--- src/rtl/qrm_pkg.sv ---
package qrm_pkg;

    localparam int CW = 16;
    localparam int PW = 2 * CW;
    localparam int NW = PW + 1;
    localparam int SW = PW + 3;
    localparam int RW = NW + 1;
    localparam int QW = 16;
    localparam int OW = 16;
    localparam int NE = 9;
    localparam logic [OW-1:0] ONE_Q14 = OW'(16384);

    localparam int E_XX = 0;
    localparam int E_YX = 1;
    localparam int E_ZX = 2;
    localparam int E_XY = 3;
    localparam int E_YY = 4;
    localparam int E_ZY = 5;
    localparam int E_XZ = 6;
    localparam int E_YZ = 7;
    localparam int E_ZZ = 8;

    typedef struct packed {
        logic signed [CW-1:0] quat_w;
        logic signed [CW-1:0] quat_x;
        logic signed [CW-1:0] quat_y;
        logic signed [CW-1:0] quat_z;
    } t_quat;

    typedef struct packed {
        logic signed [OW-1:0] m_xx;
        logic signed [OW-1:0] m_yx;
        logic signed [OW-1:0] m_zx;
        logic signed [OW-1:0] m_xy;
        logic signed [OW-1:0] m_yy;
        logic signed [OW-1:0] m_zy;
        logic signed [OW-1:0] m_xz;
        logic signed [OW-1:0] m_yz;
        logic signed [OW-1:0] m_zz;
        logic              zero_length;
    } t_result;

    typedef struct packed {
        logic signed [PW-1:0] ww;
        logic signed [PW-1:0] xx;
        logic signed [PW-1:0] yy;
        logic signed [PW-1:0] zz;
        logic signed [PW-1:0] xy;
        logic signed [PW-1:0] wz;
        logic signed [PW-1:0] xz;
        logic signed [PW-1:0] wy;
        logic signed [PW-1:0] yz;
        logic signed [PW-1:0] wx;
    } t_prod;

    typedef struct packed {
        logic [NE-1:0][RW-1:0] rem;
        logic [NE-1:0][QW-1:0] quo;
        logic [NE-1:0]         neg;
        logic [NW-1:0]         den;
        logic                  zero;
    } t_div;

endpackage

--- src/rtl/qrm_div_step.sv ---
module qrm_div_step (
    input  logic                 i_clk,
    input  logic                 i_rst_n,
    input  logic                 i_valid,
    input  qrm_pkg::t_div        i_div,
    output logic                 o_valid,
    output qrm_pkg::t_div        o_div
);

    logic                      r_valid;
    qrm_pkg::t_div             r_div;
    qrm_pkg::t_div             n_div;
    logic [qrm_pkg::RW-1:0]    den;
    logic [qrm_pkg::RW-1:0]    dif;
    logic                      ge;

    // one restoring step per element; remainder leaves pre-shifted
    always_comb begin
        n_div = i_div;
        den   = {1'b0, i_div.den};
        dif   = '0;
        ge    = 1'b0;
        for (int e = 0; e < qrm_pkg::NE; e++) begin
            ge           = (i_div.rem[e] >= den);
            dif          = ge ? (i_div.rem[e] - den) : i_div.rem[e];
            n_div.rem[e] = {dif[qrm_pkg::RW-2:0], 1'b0};
            n_div.quo[e] = {i_div.quo[e][qrm_pkg::QW-2:0], ge};
        end
    end

    always_ff @(posedge i_clk) begin
        if (!i_rst_n) begin
            r_valid <= 1'b0;
        end else begin
            r_valid <= i_valid;
        end
        r_div <= n_div;
    end

    assign o_valid = r_valid;
    assign o_div   = r_div;

endmodule

--- config.mk ---
export PLATFORM = sky130hd
export DESIGN_NAME = qrm_div_step
export DESIGN_NICKNAME = d
export VERILOG_FILES = /design/src/rtl/qrm_pkg.sv /design/src/rtl/qrm_div_step.sv
export SDC_FILE = /design/constraint.sdc
export NUM_CORES = 1
export LEC_CHECK = 0
export BUFFER_PORTS_ARGS = -buffer_cell sky130_fd_sc_hd__buf_4
export CAP_MARGIN = 10
export CORE_AREA = 2 2 381 383
export DETAILED_ROUTE_END_ITERATION = 16
export DIE_AREA = 0 0 383 385
export GPL_TIMING_DRIVEN = 0
export HOLD_SLACK_MARGIN = 0.08
export PLACE_DENSITY = 0.34
export REMOVE_ABC_BUFFERS = 1
export SETUP_SLACK_MARGIN = 0.4
export SLEW_MARGIN = 20
export SYNTH_ARGS = -nofsm -noshare
export SYNTH_HDL_FRONTEND = slang
export SYNTH_SLANG_ARGS = --single-unit
--- constraint.sdc ---
create_clock -name i_clk -period 5.3 [get_ports i_clk]
set_input_delay 0.53 -clock i_clk [delete_from_list [all_inputs] [get_ports i_clk]]
set_output_delay 0.53 -clock i_clk [all_outputs]
set_load 0.05 [all_outputs]
## Word-level counts from Yosys, hierarchy flattened

Index checks and enable logic that the tools add are counted.

| operators by class | value |
|---|---|
| $add $sub $neg | 9 |
| $lt $le $gt $ge | 9 |
| multiplexer cells | 9 |

Operator list:

| cell | number |
|---|---|
| 34-bit by 33-bit greater-or-equal comparator with 1-bit output | 9 |
| 33-bit 2-to-1 mux | 9 |
| 33-bit subtractor | 9 |

| word-level totals | value |
|---|---|
| flip-flop bits (word level) | 485 |
| output and inout bits | 494 |
| word-level logic and storage cells | 49 |

## Depth between registers and ports, before layout

| logic depth | value |
|---|---|
| depth after elaboration | 2 |
| mapped depth | 16 |
| mapped depth without buffers | 14 |

## Worst setup path after synthesis

OpenSTA, ideal clock, no wires.

| path | value |
|---|---|
| path type | input -> register |
| start point | input i_div[2] (netlist name) |
| end point | register r_div (netlist bit o_div[382]) |
| setup time | 123 ps |
| data arrival time | 3,915 ps |
| required time | 5,177 ps |
| slack | 1,262 ps |
| cell stages on the path | 13 |
| path through | inv_1 > fa_1 > a211oi_2 > o211ai_1 > a2111oi_2 > o41ai_2 > a21oi_2 > o21ai_1 > a211o_1 > o21ba_1 > o32ai_4 > buf_6 > mux2_1 |

RTL lines:

| element | line | RTL |
|---|---|---|
| start: declaration | qrm_div_step.sv:5 | `input qrm_pkg::t_div i_div,` |
| end signal: assignment | qrm_div_step.sv:37 | `r_div <= n_div;` |
| end: declaration | qrm_div_step.sv:11 | `qrm_pkg::t_div r_div;` |

## Worst setup path after layout

| path | value |
|---|---|
| start point | input i_div[2] (netlist name) |
| end point | register r_div (netlist bit o_div[461]) |

| on the way | value |
|---|---|
| word-level cells in the longest chain between the ends | 2 |
| elaborated cells on any way between the ends | 3 |

RTL lines:

| element | line | RTL |
|---|---|---|
| 33-bit subtractor / 34-bit by 33-bit greater-or-equal comparator with 1-bit output (equally long branches) | qrm_div_step.sv:25, qrm_div_step.sv:24 |  |
| 33-bit 2-to-1 mux * | qrm_div_step.sv:25 | `dif = ge ? (i_div.rem[e] - den) : i_div.rem[e];` |
| net dif, one bit | qrm_div_step.sv:14 | `logic [qrm_pkg::RW-1:0] dif;` |

Mark *: on every way through the listed nets, which the timed path passes. The rest lies on a longest branch.
A chain may end at the register's enable or synchronous reset.

==> impl_metrics.csv <==
group,metric,value,unit
setup_path,cp-start-kind,"input pin",
final_layout,seqCellArea,9710,sq um
floorplan,die_y,385,um
power,leakage,0.0203,uW
placed_design,hpwlAfterDp,130,mm
setup_path,crit_type,"input pin to register",
floorplan,rows,139,
synth,syn_area,28000,sq um
synth,syn_avg_cell_area,8.77,sq um
sta,rsz0062_at_grt,"no",
synth,yosys_warnings,0,
final_layout,final_cell_mix,"buf_4 (977), dfxtp_1 (485), dlygate4sd3_1 (412), nand2_1 (309), o21ai_0 (302)",
setup_path,cp.arrival,5.18,ns
placed_design,gp_congestion,0.846,
clock_tree,clk_pin_slew,0.06,ns
drt,met1Wirelength,63.0,mm
floorplan,die_area,147000,sq um
final_layout,nets,5402,
synth,synthCells,3196,
global_route,grtUsageTotal,20.9,%
power,swShare,40.5,%
global_route,grt_max_degree,35,
global_route,grt.overflow.total,0,
setup_path,end_kind,"register",
setup_path,critPathSlowestCell,"a211oi_1",
floorplan,core,143000,sq um
synth,synth-async-reset-ratio,0,%
sta,whs,0.132,ns
global_route,grt_pass1_wl,220,mm
power,power_density,362,nW/um^2
clock_tree,cts_buffers,69,
setup_path,crit_chain,"dlygate4sd3_1, buf_4, inv_2, buf_12, fa_1, a211oi_1, nor2_1, o2111ai_1, a21oi_1, a211oi_1, a21oi_1, o21ai_4, buf_16, buf_16, mux2_2",
power,p_clk_share,31.5,%
synth,synth-edff-count,0,
drt,num_vias,29200,
sta,slew_headroom,41.4,%
setup_path,required,5.83,ns
sta,tightest_slew,0.870,ns
power,pwr-share-seq,27.5,%
drt,ant_nets,0,
power,vdd_drop_max,0.285,mV
sta,finalCritPeriodShare,87.9,%
clock_tree,cts_tree,"done",
sta,fmax,0.215,GHz
sta,hold_viol,0,
drt,firstDrtPassIters,5,
drt,topRoutingLayerUsed,"met5",
drt,wl_per_cell,24.3,um
power,p_switching,6570,uW
clock_tree,clock_sinks,485,
final_layout,final_cells,6566,
hold_path,hp-class,"input pin to register",
synth,synth_seq_cells,485,
setup_path,max_stage_delay,0.73,ns
final_layout,drive_gt1_share,27.0,%
clock_tree,clock_path_buffers,3,
placed_design,placed_cells,6016,
floorplan,io-pin-count,990,
drt,via_per_inst,4.44,
drt,wl_met3,11.6,mm
power,total_power,16200,uW
drt,dr_wl_met2,78.2,mm
sta,min_period,4.66,ns
global_route,antenna_found_initial,40,
placed_design,port_buffers,971,
final_layout,final_common_cell,"buf_4",
floorplan,initial_utilization,19.6,%
setup_path,critical_path.max_fanout,32,
synth,netlist-cell-type-count,91,
power,combPwrFrac,41.0,%
global_route,grt_pass1_vias,29700,
power,internal_power,9640,uW
drt,drc,0,
run,max_cap_viol_count,0,
drt,dr.first_iter.drc_count,1489,
synth,synth_seq_area_share,34.6,%
drt,wl,160,mm
status,status,"complete, no violations",
final_layout,synthToLayoutAreaGrowth,59.9,%
final_layout,fill_cells,15200,
floorplan,die_x,383,um
final_layout,multi_input_area,17600,sq um
clock_tree,htreeDepth,3,
clock_tree,cts_root_buffer,"clkbuf_16",
sta,slew_violations,0,
sta,setup_viol_count_final,0,
synth,yosys_most_used_dff,"dfxtp_1",
-- power groups by stage --
stage	clock network (uW)	registers [uW]	logic, uW
after floorplan	0	6500	1980
after global placement	0	4540	6350
after detailed placement	0	4530	6400
after CTS	5310	4470	6710
after global routing	5450	4510	7050
final	5110	4460	6640
-- synthesized netlist by cell type, types with 23 or more instances --
cell / instances / area, sq um
nand4_1: 44 / 275
o31ai_1: 24 / 180
inv_1: 110 / 413
o21ai_0: 302 / 1510
xnor2_1: 132 / 1160
dfxtp_1: 485 / 9710
xor2_1: 119 / 1040
nor2b_1: 41 / 257
nand3_1: 59 / 295
o21bai_1: 40 / 300
a31oi_1: 33 / 206
o21a_1: 42 / 315
a21oi_1: 284 / 1420
mux2_1: 28 / 315
a21o_1: 153 / 1150
mux2_2: 56 / 631
ha_1: 297 / 3720
a211oi_1: 30 / 225
and3_1: 23 / 144
nand2_1: 309 / 1160
nand2b_1: 29 / 181
clkbuf_1: 79 / 297
nor2_1: 171 / 642
nor3_1: 45 / 225
-- path summary, 6_finish.rpt --
kind,slack [ns],endpoint,start,depth (start not counted)
worst min-delay path,0.13,o_div[465],i_div[464],3
worst max-delay path,0.64,o_div[461],i_div[2],15
-- critical path: cells and delay by family --
family	cells	cell delay, ns
compound gates	6	2.10
buf+inv	6	1.42
fa+ha+maj	1	0.50
mux	1	0.41
simple gates	1	0.14
-- layer usage --
metal	global-route usage (%)	vias up
li1	-	14400
met1	23.8	13600
met2	36.8	944
met3	5.48	194
met4	8.27	40
met5	0	-
-- timing repair --
action / CTS / global route
hold buffers: 412 / 0
endpoints found under the hold margin: 411 / 0
buffers inserted: 0 / 4
setup endpoints to repair: 0 / 49
resized for setup: 0 / 7
-- layout make-up --
type,count,area share [%]
Antenna cell,12,0.0670
Clock buffer,87,4.25
Clock inverter,35,1.24
Inverter,110,0.933
Multi-Input combinational cell,2511,39.3
Sequential cell,485,21.7
Tap cell,1903,5.32
Timing Repair Buffer,1423,27.2
-- logic make-up (layout without fill, tap and decap cells) --
logic type / Yosys count / in the layout / share of synthesized area, %
other cells: 1 / 21 / 0.0134
mux: 91 / 91 / 3.64
flops: 485 / 485 / 34.6
simple gates: 818 / 818 / 13.8
xor+xnor: 251 / 251 / 7.85
fa+ha+maj: 306 / 306 / 13.9
compound gates: 1036 / 1036 / 23.2
buf+inv: 208 / 1655 / 3.00
-- sequential cells by signal (all words and copies together), names as in the netlist --
register and cells:
o_div 484, o_valid 1
-- through the flow --
step	instance area, sq um	utilization, %	TNS (ns)	worst slack, ns
floorplan	27600	-	-67.41	-2.03
global placement	37300	26.1	-825.38	-7.28
detailed placement	38100	26.6	0	0.283
CTS	44700	31.2	0	0.457
global route	44800	31.3	0	0.417
finish	44800	31.3	0	0.643
Power figures use the tool's default switching activity.
