## src/rtl/qrm_pkg.sv

```systemverilog
package qrm_pkg;

    localparam int CW = 16;
    localparam int PW = 2 * CW;
    localparam int NW = PW + 1;
    localparam int SW = PW + 3;
    localparam int RW = NW + 1;
    localparam int QW = 16;
    localparam int OW = 16;
    localparam int NE = 9;
    localparam logic [OW-1:0] ONE_Q14 = OW'(16384);

    localparam int E_XX = 0;
    localparam int E_YX = 1;
    localparam int E_ZX = 2;
    localparam int E_XY = 3;
    localparam int E_YY = 4;
    localparam int E_ZY = 5;
    localparam int E_XZ = 6;
    localparam int E_YZ = 7;
    localparam int E_ZZ = 8;

    typedef struct packed {
        logic signed [CW-1:0] quat_w;
        logic signed [CW-1:0] quat_x;
        logic signed [CW-1:0] quat_y;
        logic signed [CW-1:0] quat_z;
    } t_quat;

    typedef struct packed {
        logic signed [OW-1:0] m_xx;
        logic signed [OW-1:0] m_yx;
        logic signed [OW-1:0] m_zx;
        logic signed [OW-1:0] m_xy;
        logic signed [OW-1:0] m_yy;
        logic signed [OW-1:0] m_zy;
        logic signed [OW-1:0] m_xz;
        logic signed [OW-1:0] m_yz;
        logic signed [OW-1:0] m_zz;
        logic              zero_length;
    } t_result;

    typedef struct packed {
        logic signed [PW-1:0] ww;
        logic signed [PW-1:0] xx;
        logic signed [PW-1:0] yy;
        logic signed [PW-1:0] zz;
        logic signed [PW-1:0] xy;
        logic signed [PW-1:0] wz;
        logic signed [PW-1:0] xz;
        logic signed [PW-1:0] wy;
        logic signed [PW-1:0] yz;
        logic signed [PW-1:0] wx;
    } t_prod;

    typedef struct packed {
        logic [NE-1:0][RW-1:0] rem;
        logic [NE-1:0][QW-1:0] quo;
        logic [NE-1:0]         neg;
        logic [NW-1:0]         den;
        logic                  zero;
    } t_div;

endpackage

```

## src/rtl/qrm_numer.sv

```systemverilog
module qrm_numer (
    input  logic                 i_clk,
    input  logic                 i_rst_n,
    input  logic                 i_valid,
    input  qrm_pkg::t_prod       i_prod,
    output logic                 o_valid,
    output qrm_pkg::t_div        o_div
);

    logic                        r_valid;
    qrm_pkg::t_div               r_div;
    qrm_pkg::t_div               n_div;
    logic signed [qrm_pkg::SW-1:0] ww, xx, yy, zz, xy, wz, xz, wy, yz, wx;
    logic signed [qrm_pkg::SW-1:0] nrm;
    logic signed [qrm_pkg::SW-1:0] num [qrm_pkg::NE];
    logic signed [qrm_pkg::SW-1:0] mag;

    function automatic logic signed [qrm_pkg::SW-1:0] ext(
        input logic signed [qrm_pkg::PW-1:0] p
    );
        return {{(qrm_pkg::SW - qrm_pkg::PW){p[qrm_pkg::PW-1]}}, p};
    endfunction

    always_comb begin
        ww = ext(i_prod.ww);
        xx = ext(i_prod.xx);
        yy = ext(i_prod.yy);
        zz = ext(i_prod.zz);
        xy = ext(i_prod.xy);
        wz = ext(i_prod.wz);
        xz = ext(i_prod.xz);
        wy = ext(i_prod.wy);
        yz = ext(i_prod.yz);
        wx = ext(i_prod.wx);
        nrm = ww + xx + yy + zz;
        num[qrm_pkg::E_XX] = ww + xx - yy - zz;
        num[qrm_pkg::E_YX] = (xy + wz) <<< 1;
        num[qrm_pkg::E_ZX] = (xz - wy) <<< 1;
        num[qrm_pkg::E_XY] = (xy - wz) <<< 1;
        num[qrm_pkg::E_YY] = ww + yy - xx - zz;
        num[qrm_pkg::E_ZY] = (yz + wx) <<< 1;
        num[qrm_pkg::E_XZ] = (xz + wy) <<< 1;
        num[qrm_pkg::E_YZ] = (yz - wx) <<< 1;
        num[qrm_pkg::E_ZZ] = ww + zz - xx - yy;
        n_div.den  = nrm[qrm_pkg::NW-1:0];
        n_div.zero = (nrm == '0);
        mag        = '0;
        for (int e = 0; e < qrm_pkg::NE; e++) begin
            n_div.neg[e] = num[e][qrm_pkg::SW-1];
            mag          = num[e][qrm_pkg::SW-1] ? -num[e] : num[e];
            n_div.rem[e] = mag[qrm_pkg::RW-1:0];
            n_div.quo[e] = '0;
        end
    end

    always_ff @(posedge i_clk) begin
        if (!i_rst_n) begin
            r_valid <= 1'b0;
        end else begin
            r_valid <= i_valid;
        end
        r_div <= n_div;
    end

    assign o_valid = r_valid;
    assign o_div   = r_div;

endmodule

```

## config.mk

```make
export PLATFORM = sky130hd
export DESIGN_NAME = qrm_numer
export DESIGN_NICKNAME = d
export VERILOG_FILES = /design/src/rtl/qrm_pkg.sv /design/src/rtl/qrm_numer.sv
export SDC_FILE = /design/constraint.sdc
export NUM_CORES = 2
export LEC_CHECK = 0
export ABC_AREA = 0
export ABC_CLOCK_PERIOD_IN_PS = 9500
export BUFFER_PORTS_ARGS = -buffer_cell sky130_fd_sc_hd__buf_2
export CAP_MARGIN = 10
export CORE_MARGIN = 1.5
export CORE_UTILIZATION = 30
export DETAILED_ROUTE_END_ITERATION = 6
export SLEW_MARGIN = 5
export SYNTH_ARGS = -nofsm -noshare
export SYNTH_HDL_FRONTEND = slang
export SYNTH_SLANG_ARGS = --single-unit
```

## constraint.sdc

```tcl
create_clock -name i_clk -period 9.5 [get_ports i_clk]
set_input_delay 1.9 -clock i_clk [delete_from_list [all_inputs] [get_ports i_clk]]
set_output_delay 1.9 -clock i_clk [all_outputs]
set_load 0.05 [all_outputs]
```

---- Word-level counts from Yosys, hierarchy flattened ----
Index checks and enable logic that the tools add are counted.
storage, ports and cells
  bits in registers ....................... 350
  latch bits .............................. 0
  bits in writable memories ............... 0
  memory bits (read-only) ................. 0
  input bits .............................. 323
  output and inout port bits .............. 494
  memories ................................ 0
operators by class
  $add $sub $neg .......................... 26
  multipliers ............................. 0
  divide/modulo/power cells ............... 0
  order comparisons ....................... 0
  equality and inequality tests ........... 0
  shift operators ......................... 0
  muxes and demuxes ....................... 9
  bitwise operators ....................... 0
  reduce and logical (&&, ||, !) cells .... 1
operators by type and width
  operator                                        count
  34-bit two-way mux                              9
  34-bit negation                                 9
  32-bit by 32-bit adder with 33-bit output       6
  34-bit by 32-bit subtractor with 35-bit output  3
  33-bit by 32-bit subtractor with 34-bit output  3
  32-bit by 32-bit subtractor with 33-bit output  3
  34-bit by 32-bit adder with 35-bit output       1
  35-bit logical NOT                              1
  33-bit by 32-bit adder with 34-bit output       1

---- Logic depth before layout (Yosys ltp) ----
  word-level depth ........................ 5
  depth in mapped cells ................... 31

---- Least setup slack after synthesis ----
OpenSTA, ideal clock, no wires.
  path type ............................... input-to-reg
  from .................................... in i_prod[256] in the netlist's numbering
  to ...................................... reg r_div, in the netlist o_div[0]
  library setup time ...................... 103 ps
  arrival time ............................ 7,789 ps
  data required time ...................... 9,397 ps
  setup slack ............................. 1,607 ps
  stages .................................. 27
  path buffers ............................ 0
  cells stage by stage .................... ha_1 > inv_1 > fa_1 > nor2b_1 > o21ai_0 > nand2b_1 > a21o_1 > a21oi_1 > o21a_1 > o21ai_0 > a21oi_1 > xor2_1 > fa_1 > inv_1 > ha_1 > and3_1 > a221o_1 > a31oi_1 > o21ai_1 > a21oi_1 > xnor2_1 > nor4_1 > or4b_1 > or4_1 > or4b_1 > or4_1 > a2111oi_2
RTL lines
  item                  line             text
  start, declared       qrm_numer.sv:5   input qrm_pkg::t_prod i_prod,
  end signal, assigned  qrm_numer.sv:62  r_div <= n_div;
  end, declared         qrm_numer.sv:11  qrm_pkg::t_div r_div;

==> results.yml <==
outcome:
  status: "finished, final reports clean"
grt:
  antenna_found_initial: 76
  grt_max_degree: 31
  grt_pass1_wl_mm: 201.7
  grt_pass1_vias: 33364
  track_usage: 0.2039
  grt-ovfl-total: 0
yosys:
  synth_ff_type: "dfxtp_1"
  synthArstFlopShare: 0
  ys_types: 90
  yosysSeqAreaShare: 0.1811
  yosysWarnings: 0
  synthMostInstantiatedCell: "inv_1"
  synthTopCellsByCount: "inv_1 (449), xnor2_1 (400), ha_1 (369)"
  syn_inst: 4626
  synth_area_um2: 37700
  yosysTopAreaCell: "dfxtp_1"
  synth_seq_cells: 341
  synthTopCellsByArea: "dfxtp_1 (18%), ha_1 (12%), fa_1 (11%)"
  avgSynthCellArea_um2: 8.150
  synth_edf_count: 0
  yosys.area.top_type_share: 0.1811
clock_network:
  htree_levels: 2
  cts_resized: 0
  ctsRootBufferMaster: "clkbuf_16"
  cts_tree: "yes"
  cts_made_buffers: 47
  post_cts_buffers: 0
  cts_hold_buf: 0
  cts.sinks: 341
  clk_pin_slew_ps: 60
  clockBufferDepth: 3
floorplanning:
  ios: 817
  core_um2: 124100
  dieArea_um2: 127800
  row_count: 129
  die_x_um: 357.5
  die_h_um: 357.5
  initial_core_util: 0.3038
timing:
  rsz0062_at_grt: "false"
  fin_crit_ps: 8380
  finalSetupViolCount: 0
  max_freq_mhz: 119.3
  setup_tns_ps: 0
  slew_headroom: 0.2602
  holdWs_ps: 1493
  tightest_slew_ps: 1082
  slew_violations: 0
  hold_violations: 0
  final.period_utilization: 0.8821
setup_path:
  worst_path_max_delay_cell: "or4b_1"
  cp.required_ps: 10020
  cpLargestDelayFamily: "simple AND/OR/NAND/NOR gates"
  end_kind: "flip-flop"
  worstSetupStartpointType: "input port"
  criticalPathCategory: "input port to flip-flop"
  arrival_ps: 8900
  cp.buffers_inverters: 2
  crit_fanout: 6
  slowest_delay_ps: 530
  cpMostUsedCell: "a21oi_1"
power_and_ir_drop:
  power_per_cell_area_nw_per_um2: 292.9
  peakVddDrop_v: 0.0002416
  p_leak_nw: 20.22
drt:
  wirelength_mm: 135.4
  drt-vias-per-instance: 5.036
  wl_per_cell_um: 19.56
  ant_nets: 0
  drc: 0
  vias: 34877
  first_iter_violations: 2404
  firstDrtPassIters: 5
finish:
  instances_no_fill: 6925
  drive_gt1_frac: 0.1562
  n_fill_cell: 12992
  nets: 6116
  syn2layout_area_growth_pct: 16.25
  design_area_um2: 43830
placement:
  gp_congestion: 0.9448
  dp.cells: 6808
  placed_area_um2: 42110
  port_buffers: 666
  dp_hpwl_mm: 116.9
min_path:
  hold_class: "input port to flip-flop"
job:
  maxCapViolations: 0
## sequential cells by signal, indices dropped and copies added, names as in the netlist
name and cells:
o_div 340, o_valid 1
## per-stage QoR
stage	total power, mW	utilization	worst slack (ps)
detailed placement	10.95	0.3393	468.2
global route	13.69	0.3529	678.8
finish	12.84	0.3531	1120
floorplan	8.716	-	1607
global placement	10.94	0.3393	553.7
CTS	12.93	0.3525	1156
## kinds of logic (layout without fill, tap and decap cells)
logic type | count (synthesis) | count (layout) | share of synthesized area
compound gates | 1218 | 1218 | 0.2074
buf+inv | 736 | 1218 | 0.08874
mux | 11 | 11 | 0.003086
xor+xnor | 567 | 567 | 0.1317
simple gates | 1178 | 1178 | 0.1568
flops | 341 | 341 | 0.1811
fa+ha+maj | 574 | 574 | 0.2310
other cells | 1 | 181 | 0.00009946
## per-layer routing
metal,global-route usage,share of wire,vias to the layer above
met1,0.2655,0.44,16561
met5,0,0.0014,-
met3,0.03109,0.056,226
met4,0.06025,0.029,32
met2,0.3465,0.47,1156
li1,-,-,16902
## final timing paths
check / from / to / slack [ps] / depth (start not counted)
worst max-delay path: i_prod[289] / o_div[0]$_DFF_P_ / 1120 / 27
worst min-delay path: i_valid / o_valid$_SDFF_PN0_ / 1490 / 2
## final cells by class
class,instances,area [um^2],area share
repair buffers,678,3423,0.07810
clock buffers,56,1281,0.02923
flip-flops and latches,341,6827,0.1557
well taps,1637,2048,0.04673
inverters,454,1704,0.03888
multi-input cells,3698,28110,0.6413
clock inverters,30,361.6,0.008250
diodes,31,77.57,0.001770
## power breakdown
| part | switching (mW) | internal [mW] | total [mW] | leakage [nW] |
|---|---|---|---|---|
| clock | 0.759 | 1.11 | 1.87 | 0.792 |
| sequential | 0.348 | 2.09 | 2.44 | 2.87 |
| combinational | 5.91 | 2.61 | 8.52 | 16.6 |
| total | 7.02 | 5.82 | 12.8 | 20.2 |
## cells in the final DEF, fill, tap and decap left out, types with 114 or more instances in the layout
| cell | instances |
|---|---|
| a21oi_1 | 358 |
| nor2_1 | 314 |
| dfxtp_1 | 341 |
| a21o_1 | 114 |
| o21ai_0 | 248 |
| buf_2 | 666 |
| nand2_1 | 246 |
| inv_1 | 449 |
| xnor2_1 | 400 |
| conb_1 | 150 |
| xor2_1 | 167 |
| fa_1 | 204 |
| ha_1 | 369 |
Note: power is estimated with default switching activity, not from simulation.
