==> src/rtl/qrm_pkg.sv <==
package qrm_pkg;

    localparam int CW = 16;
    localparam int PW = 2 * CW;
    localparam int NW = PW + 1;
    localparam int SW = PW + 3;
    localparam int RW = NW + 1;
    localparam int QW = 16;
    localparam int OW = 16;
    localparam int NE = 9;
    localparam logic [OW-1:0] ONE_Q14 = OW'(16384);

    localparam int E_XX = 0;
    localparam int E_YX = 1;
    localparam int E_ZX = 2;
    localparam int E_XY = 3;
    localparam int E_YY = 4;
    localparam int E_ZY = 5;
    localparam int E_XZ = 6;
    localparam int E_YZ = 7;
    localparam int E_ZZ = 8;

    typedef struct packed {
        logic signed [CW-1:0] quat_w;
        logic signed [CW-1:0] quat_x;
        logic signed [CW-1:0] quat_y;
        logic signed [CW-1:0] quat_z;
    } t_quat;

    typedef struct packed {
        logic signed [OW-1:0] m_xx;
        logic signed [OW-1:0] m_yx;
        logic signed [OW-1:0] m_zx;
        logic signed [OW-1:0] m_xy;
        logic signed [OW-1:0] m_yy;
        logic signed [OW-1:0] m_zy;
        logic signed [OW-1:0] m_xz;
        logic signed [OW-1:0] m_yz;
        logic signed [OW-1:0] m_zz;
        logic              zero_length;
    } t_result;

    typedef struct packed {
        logic signed [PW-1:0] ww;
        logic signed [PW-1:0] xx;
        logic signed [PW-1:0] yy;
        logic signed [PW-1:0] zz;
        logic signed [PW-1:0] xy;
        logic signed [PW-1:0] wz;
        logic signed [PW-1:0] xz;
        logic signed [PW-1:0] wy;
        logic signed [PW-1:0] yz;
        logic signed [PW-1:0] wx;
    } t_prod;

    typedef struct packed {
        logic [NE-1:0][RW-1:0] rem;
        logic [NE-1:0][QW-1:0] quo;
        logic [NE-1:0]         neg;
        logic [NW-1:0]         den;
        logic                  zero;
    } t_div;

endpackage

==> src/rtl/qrm_round.sv <==
module qrm_round (
    input  logic                 i_clk,
    input  logic                 i_rst_n,
    input  logic                 i_valid,
    input  qrm_pkg::t_div        i_div,
    output logic                 o_valid,
    output qrm_pkg::t_result     o_result
);

    logic                      r_valid;
    qrm_pkg::t_result          r_result;
    qrm_pkg::t_result          n_result;
    logic [qrm_pkg::OW-1:0]    elem [qrm_pkg::NE];
    logic [qrm_pkg::QW:0]      qr;
    logic [qrm_pkg::OW-1:0]    mag;

    always_comb begin
        qr  = '0;
        mag = '0;
        for (int e = 0; e < qrm_pkg::NE; e++) begin
            qr  = {1'b0, i_div.quo[e]} + 1'b1;
            mag = qrm_pkg::OW'(qr[qrm_pkg::QW:1]);
            if (mag > qrm_pkg::ONE_Q14) begin
                mag = qrm_pkg::ONE_Q14;
            end
            elem[e] = i_div.neg[e] ? -mag : mag;
        end
        if (i_div.zero) begin
            for (int e = 0; e < qrm_pkg::NE; e++) begin
                elem[e] = '0;
            end
            elem[qrm_pkg::E_XX] = qrm_pkg::ONE_Q14;
            elem[qrm_pkg::E_YY] = qrm_pkg::ONE_Q14;
            elem[qrm_pkg::E_ZZ] = qrm_pkg::ONE_Q14;
        end
        n_result.m_xx        = elem[qrm_pkg::E_XX];
        n_result.m_yx        = elem[qrm_pkg::E_YX];
        n_result.m_zx        = elem[qrm_pkg::E_ZX];
        n_result.m_xy        = elem[qrm_pkg::E_XY];
        n_result.m_yy        = elem[qrm_pkg::E_YY];
        n_result.m_zy        = elem[qrm_pkg::E_ZY];
        n_result.m_xz        = elem[qrm_pkg::E_XZ];
        n_result.m_yz        = elem[qrm_pkg::E_YZ];
        n_result.m_zz        = elem[qrm_pkg::E_ZZ];
        n_result.zero_length = i_div.zero;
    end

    always_ff @(posedge i_clk) begin
        if (!i_rst_n) begin
            r_valid <= 1'b0;
        end else begin
            r_valid <= i_valid;
        end
        r_result <= n_result;
    end

    assign o_valid  = r_valid;
    assign o_result = r_result;

endmodule
==> config.mk <==
export PLATFORM = sky130hd
export DESIGN_NAME = qrm_round
export DESIGN_NICKNAME = d
export VERILOG_FILES = /design/src/rtl/qrm_pkg.sv /design/src/rtl/qrm_round.sv
export SDC_FILE = /design/constraint.sdc
export NUM_CORES = 1
export LEC_CHECK = 0
export ABC_AREA = 1
export ABC_CLOCK_PERIOD_IN_PS = 3600
export BUFFER_PORTS_ARGS = -buffer_cell sky130_fd_sc_hd__buf_2
export CAP_MARGIN = 10
export CELL_PAD_IN_SITES_DETAIL_PLACEMENT = 0
export CELL_PAD_IN_SITES_GLOBAL_PLACEMENT = 1
export CORE_AREA = 5 5 245 247
export CTS_BUF_LIST = sky130_fd_sc_hd__clkbuf_16
export DETAILED_ROUTE_END_ITERATION = 7
export DIE_AREA = 0 0 250 252
export PLACE_DENSITY = 0.57
export SLEW_MARGIN = 5
export SYNTH_ARGS = -nofsm -noshare
export SYNTH_HDL_FRONTEND = slang
export SYNTH_SLANG_ARGS = --single-unit
==> constraint.sdc <==
create_clock -name i_clk -period 3.6 [get_ports i_clk]
set_clock_uncertainty 0.2 [all_clocks]
set_input_delay 0.54 -clock i_clk [delete_from_list [all_inputs] [get_ports i_clk]]
set_output_delay 0.54 -clock i_clk [all_outputs]
set_load 0.005 [all_outputs]
## Word-level counts from Yosys, hierarchy flattened

Index checks and enable logic that the tools add are counted.

| word-level totals | value |
|---|---|
| register bits | 146 |
| bits in latches | 0 |
| memory bits (writable) | 0 |
| bits in read-only memories | 0 |
| input port bits | 496 |
| memories kept | 0 |

| operators by class | value |
|---|---|
| add/sub/neg operators | 18 |
| multiply operators | 0 |
| divide/modulo/power cells | 0 |
| magnitude comparators | 9 |
| equal/unequal tests | 0 |
| shifts and indexed selects | 0 |
| mux-type cells | 18 |
| bitwise logic cells | 0 |
| reduce and logical (&&, ||, !) cells | 0 |

Operators by type and width:

| operator | count |
|---|---|
| $mux 16 | 18 |
| $add 16x1->17 const B | 9 |
| $gt 16x15->1 const B | 9 |
| $neg 16->16 | 9 |

## Depth between registers and ports, before layout

| logic depth | value |
|---|---|
| depth after elaboration | 5 |
| mapped depth | 25 |
| gate-level depth less buffers | 24 |

## Worst setup path before layout

OpenSTA, ideal clock, no wires.

| timing | value |
|---|---|
| path type | input -> register |
| from | input port i_div[43] (netlist name) |
| to | register r_result (netlist bit o_result[137]) |
| setup time | 125 ps |
| data arrival time | 2932 ps |
| required time | 3275 ps |
| slack | 343 ps |
| stages | 19 |
| buffers on the path | 1 |
| path through | ha_1 -> nand3_2 -> xor2_1 -> nand2_1 -> nor2_1 -> nand3_1 -> nor2_1 -> nand2_2 -> nand2_4 -> buf_6 -> inv_1 -> or2_2 -> ha_1 -> nor2_1 -> a21oi_4 -> nand2_1 -> nor2_2 -> o21ai_0 -> a21oi_1 |

| between the ends | value |
|---|---|
| word-level cells in the longest chain between the ends | 5 |

Ends and longest elaborated chain:

| element | RTL line | RTL |
|---|---|---|
| from (decl) | qrm_round.sv:5 | `input qrm_pkg::t_div i_div,` |
| $add 16x1->17 * | qrm_round.sv:21 | `qr = {1'b0, i_div.quo[e]} + 1'b1;` |
| $gt 16x15->1 | qrm_round.sv:23 | `if (mag > qrm_pkg::ONE_Q14) begin` |
| $mux 16 * | qrm_round.sv:23 |  |
| $neg 16->16 | qrm_round.sv:26 | `elem[e] = i_div.neg[e] ? -mag : mag;` |
| $mux 16 * | qrm_round.sv:26 |  |
| to (signal assigned) | qrm_round.sv:54 | `r_result <= n_result;` |
| to (decl) | qrm_round.sv:11 | `qrm_pkg::t_result r_result;` |

Mark *: on every way between the ends. The rest lies on a longest branch, timed or not.
A chain may end at the register's enable or synchronous reset.

## Final worst setup path

| timing | value |
|---|---|
| from | input port i_div[75] (netlist name) |
| to | register r_result (netlist bit o_result[111]) |

Same word-level chain as after synthesis.

==> metrics.yaml <==
power:
  peakVddDrop_uv: 390
  power.density_nw_per_um2: 339
  cellLeakagePower_nw: 7.46
routing:
  drt-wirelength-per-cell_microns: 14.7
  drtPass1Iterations: 5
  post-route-drc-count: 0
  routed_wl_microns: 44600
  first_iter_violations: 779
  routed-via-count: 13130
  antenna_left: 0
  vias_per_cell: 4.32
clocking:
  clk_path_buf_depth: 2
  cts_resized: 0
  cts_tree: "yes"
  htree_levels: 4
  post_cts_buffers: 0
  cts_root_buffer: "clkbuf_16"
  cts_sinks: 146
  clk_pin_slew_ns: 0.07
  cts_hold_buf: 2
  numCtsBuffers: 17
yosys:
  synth_ff_type: "dfxtp_1"
  yosys_warnings: 0
  yosys.cell_types.count: 58
  synth-xor-area-share: 0.0542
  synth_compound_area_frac: 0.135
  synth_nets: 2469
  synthCells: 1955
  avgSynthCellArea_sq_um: 5.90
  synth_fa_ha_area_frac: 0.0195
  synth.yosys.seq_area_share: 0.253
  synth_top_family_by_area: "simple AND/OR/NAND/NOR gates"
  synthSimpleGateAreaFrac: 0.443
  synth_edf_count: 0
  synth_mux_area_frac: 0
  netlist_area_sq_um: 11500
  async_reset_ff_frac: 0
  synth-seq-cells: 146
cells_and_area:
  drive_gt1_frac: 0.185
  multi_input_area_sq_um: 7520
  seqCellArea_sq_um: 2920
  n_fill_cell: 6509
  utilization: 0.254
  syn2layout_area_growth_pct: 26.2
  fin_nets: 2772
die:
  initial_utilization: 0.201
  io_pins: 642
  die_w_microns: 250
  core_sq_um: 57400
  fp-row-count: 88
  die-area_sq_um: 63000
  die_y_microns: 252
grt:
  grt.total_usage: 0.138
  grt_pass1_vias: 12553
  gr-total-overflow: 0
  grt_pass1_wl_microns: 69400
  grt_antenna_before_repair: 12
  grt_max_degree: 77
worst_setup_path:
  critical_path_class: "input pin to flip-flop"
  start_kind: "input pin"
  path_cells: "buf_2, ha_1, nand3_2, nor2_4, nand2_1, nor2_1, nor2_1, nor2_1, nand2_1, nor2_1, nand2_1, nand2_2, inv_1, or2_2, ha_1, inv_1, nor2_1, nand2_1, nand2_1, nand2_1, nor2_2, nand3_1, nand2_1, nor2_1"
  cp_common_cell: "nand2_1"
  path_max_fanout: 6
  critical_path.slowest_cell: "or2_2"
  cp.arrival_ns: 3.27
  cp.required_ns: 3.80
  end_kind: "flip-flop"
  crit_path_max_incr_delay_ns: 0.29
timing:
  clock.fmax_mhz: 326
  slew_headroom: 0.541
  hold_viol: 0
  setup_viol: 0
  drv_slew: 0
  post-route-min-period_ns: 3.07
  finalCritPeriodShare: 0.853
  worst_slew_pin_slew_ns: 0.683
  fin_setup_tns_ns: 0
  rsz0062_at_grt: "false"
place:
  hpwl_microns: 36800
  gp_congestion: 0.845
  io_buffers: 302
worst_hold_path:
  min_path_type: "input pin to flip-flop"
run_status:
  status: "finished clean"
run:
  cap_violations: 0
## synthesized netlist by cell type (all sizes together), types with 2 or more instances
master,instances,area [sq um]
nand3b,11,82.6
ha,18,225
clkbuf,23,86.3
nand3,164,861
nor3,47,240
o311ai,4,35.0
buf,18,145
o311a,4,40.0
nand2,585,2250
o21bai,6,48.8
dfxtp,146,2920
o41ai,11,111
clkinv,2,7.51
o211ai,7,52.6
and2,2,12.5
or2,11,71.3
o22ai,4,25.0
nor4,3,18.8
nand4,48,300
inv,228,856
a22oi,4,30.0
o21a,7,52.6
xor2,45,409
nor2,316,1260
xnor2,23,216
o31ai,16,130
o21ai,99,503
a21oi,96,495
## cells in the final DEF, fill, tap and decap left out, types with 43 or more instances in the layout
cell and instances:
nand4_1 48, nand3_1 156, nor2_1 300, buf_2 302, dfxtp_1 146, inv_1 227
a21oi_1 94, nand2_1 567, xor2_1 43, nor3_1 46, o21ai_0 84
## power breakdown
part / leakage (nW) / switching (mW) / total [mW] / internal [mW]
Sequential: 1.22 / 0.0523 / 1.80 / 1.75
Combinational: 5.96 / 0.822 / 1.28 / 0.455
Clock: 0.291 / 0.879 / 1.86 / 0.985
## sequential cells by signal (all words and copies together), names as in the netlist
name and cells:
o_result 145, o_valid 1
## final timing paths
check | from | slack, ns | to | cells after the start
worst max-delay path | i_div[75] | 0.53 | o_result[111]$_SDFF_PP0_ | 24
worst min-delay path | i_div[34] | 0.24 | o_result[144]$_SDFF_PP0_ | 3
## routing by layer
metal  track usage  part of all wire  up-vias
met4        0.0443             0.020       12
li1              -                 -     6957
met2         0.208              0.42      318
met5             0            0.0015        -
met3        0.0472             0.075       58
met1         0.184              0.49     5785
## layout make-up
type	count	share of cell area
multi-input cells	1538	0.516
flip-flops and latches	146	0.201
repair buffers	325	0.117
well taps	765	0.0657
inverters	230	0.0595
clock buffers	17	0.0292
clock inverters	14	0.0111
diodes	3	0.000516
## critical path, delay by kind of cell
family        cells  cell delay, ns
buf+inv           3            0.23
simple gates     19            2.07
fa+ha+maj         2            0.40
## per-stage QoR
stage,std cells,power (mW),worst slack [ns],cell area [sq um],hold slack (ns)
after floorplan,1955,2.57,0.343,11500,0.368
final,3038,4.94,0.529,14600,0.237
after detailed placement,3002,3.12,0.0317,13900,0.521
after CTS,3035,5.07,0.576,14600,0.172
after global routing,3036,5.28,0.253,14600,0.224
after global placement,3002,3.12,0.0524,13900,0.518
## cells by family (layout without fill, tap and decap cells)
kind of cell / Yosys count / after routing
AO/OA/AOI/OAI: 262 / 262
XOR/XNOR: 68 / 68
adder cells (fa/ha/maj): 18 / 18
buffers and inverters: 271 / 586
flip-flops: 146 / 146
other: 0 / 3
AND/OR/NAND/NOR: 1190 / 1190
Note: power is estimated with default switching activity, not from simulation.
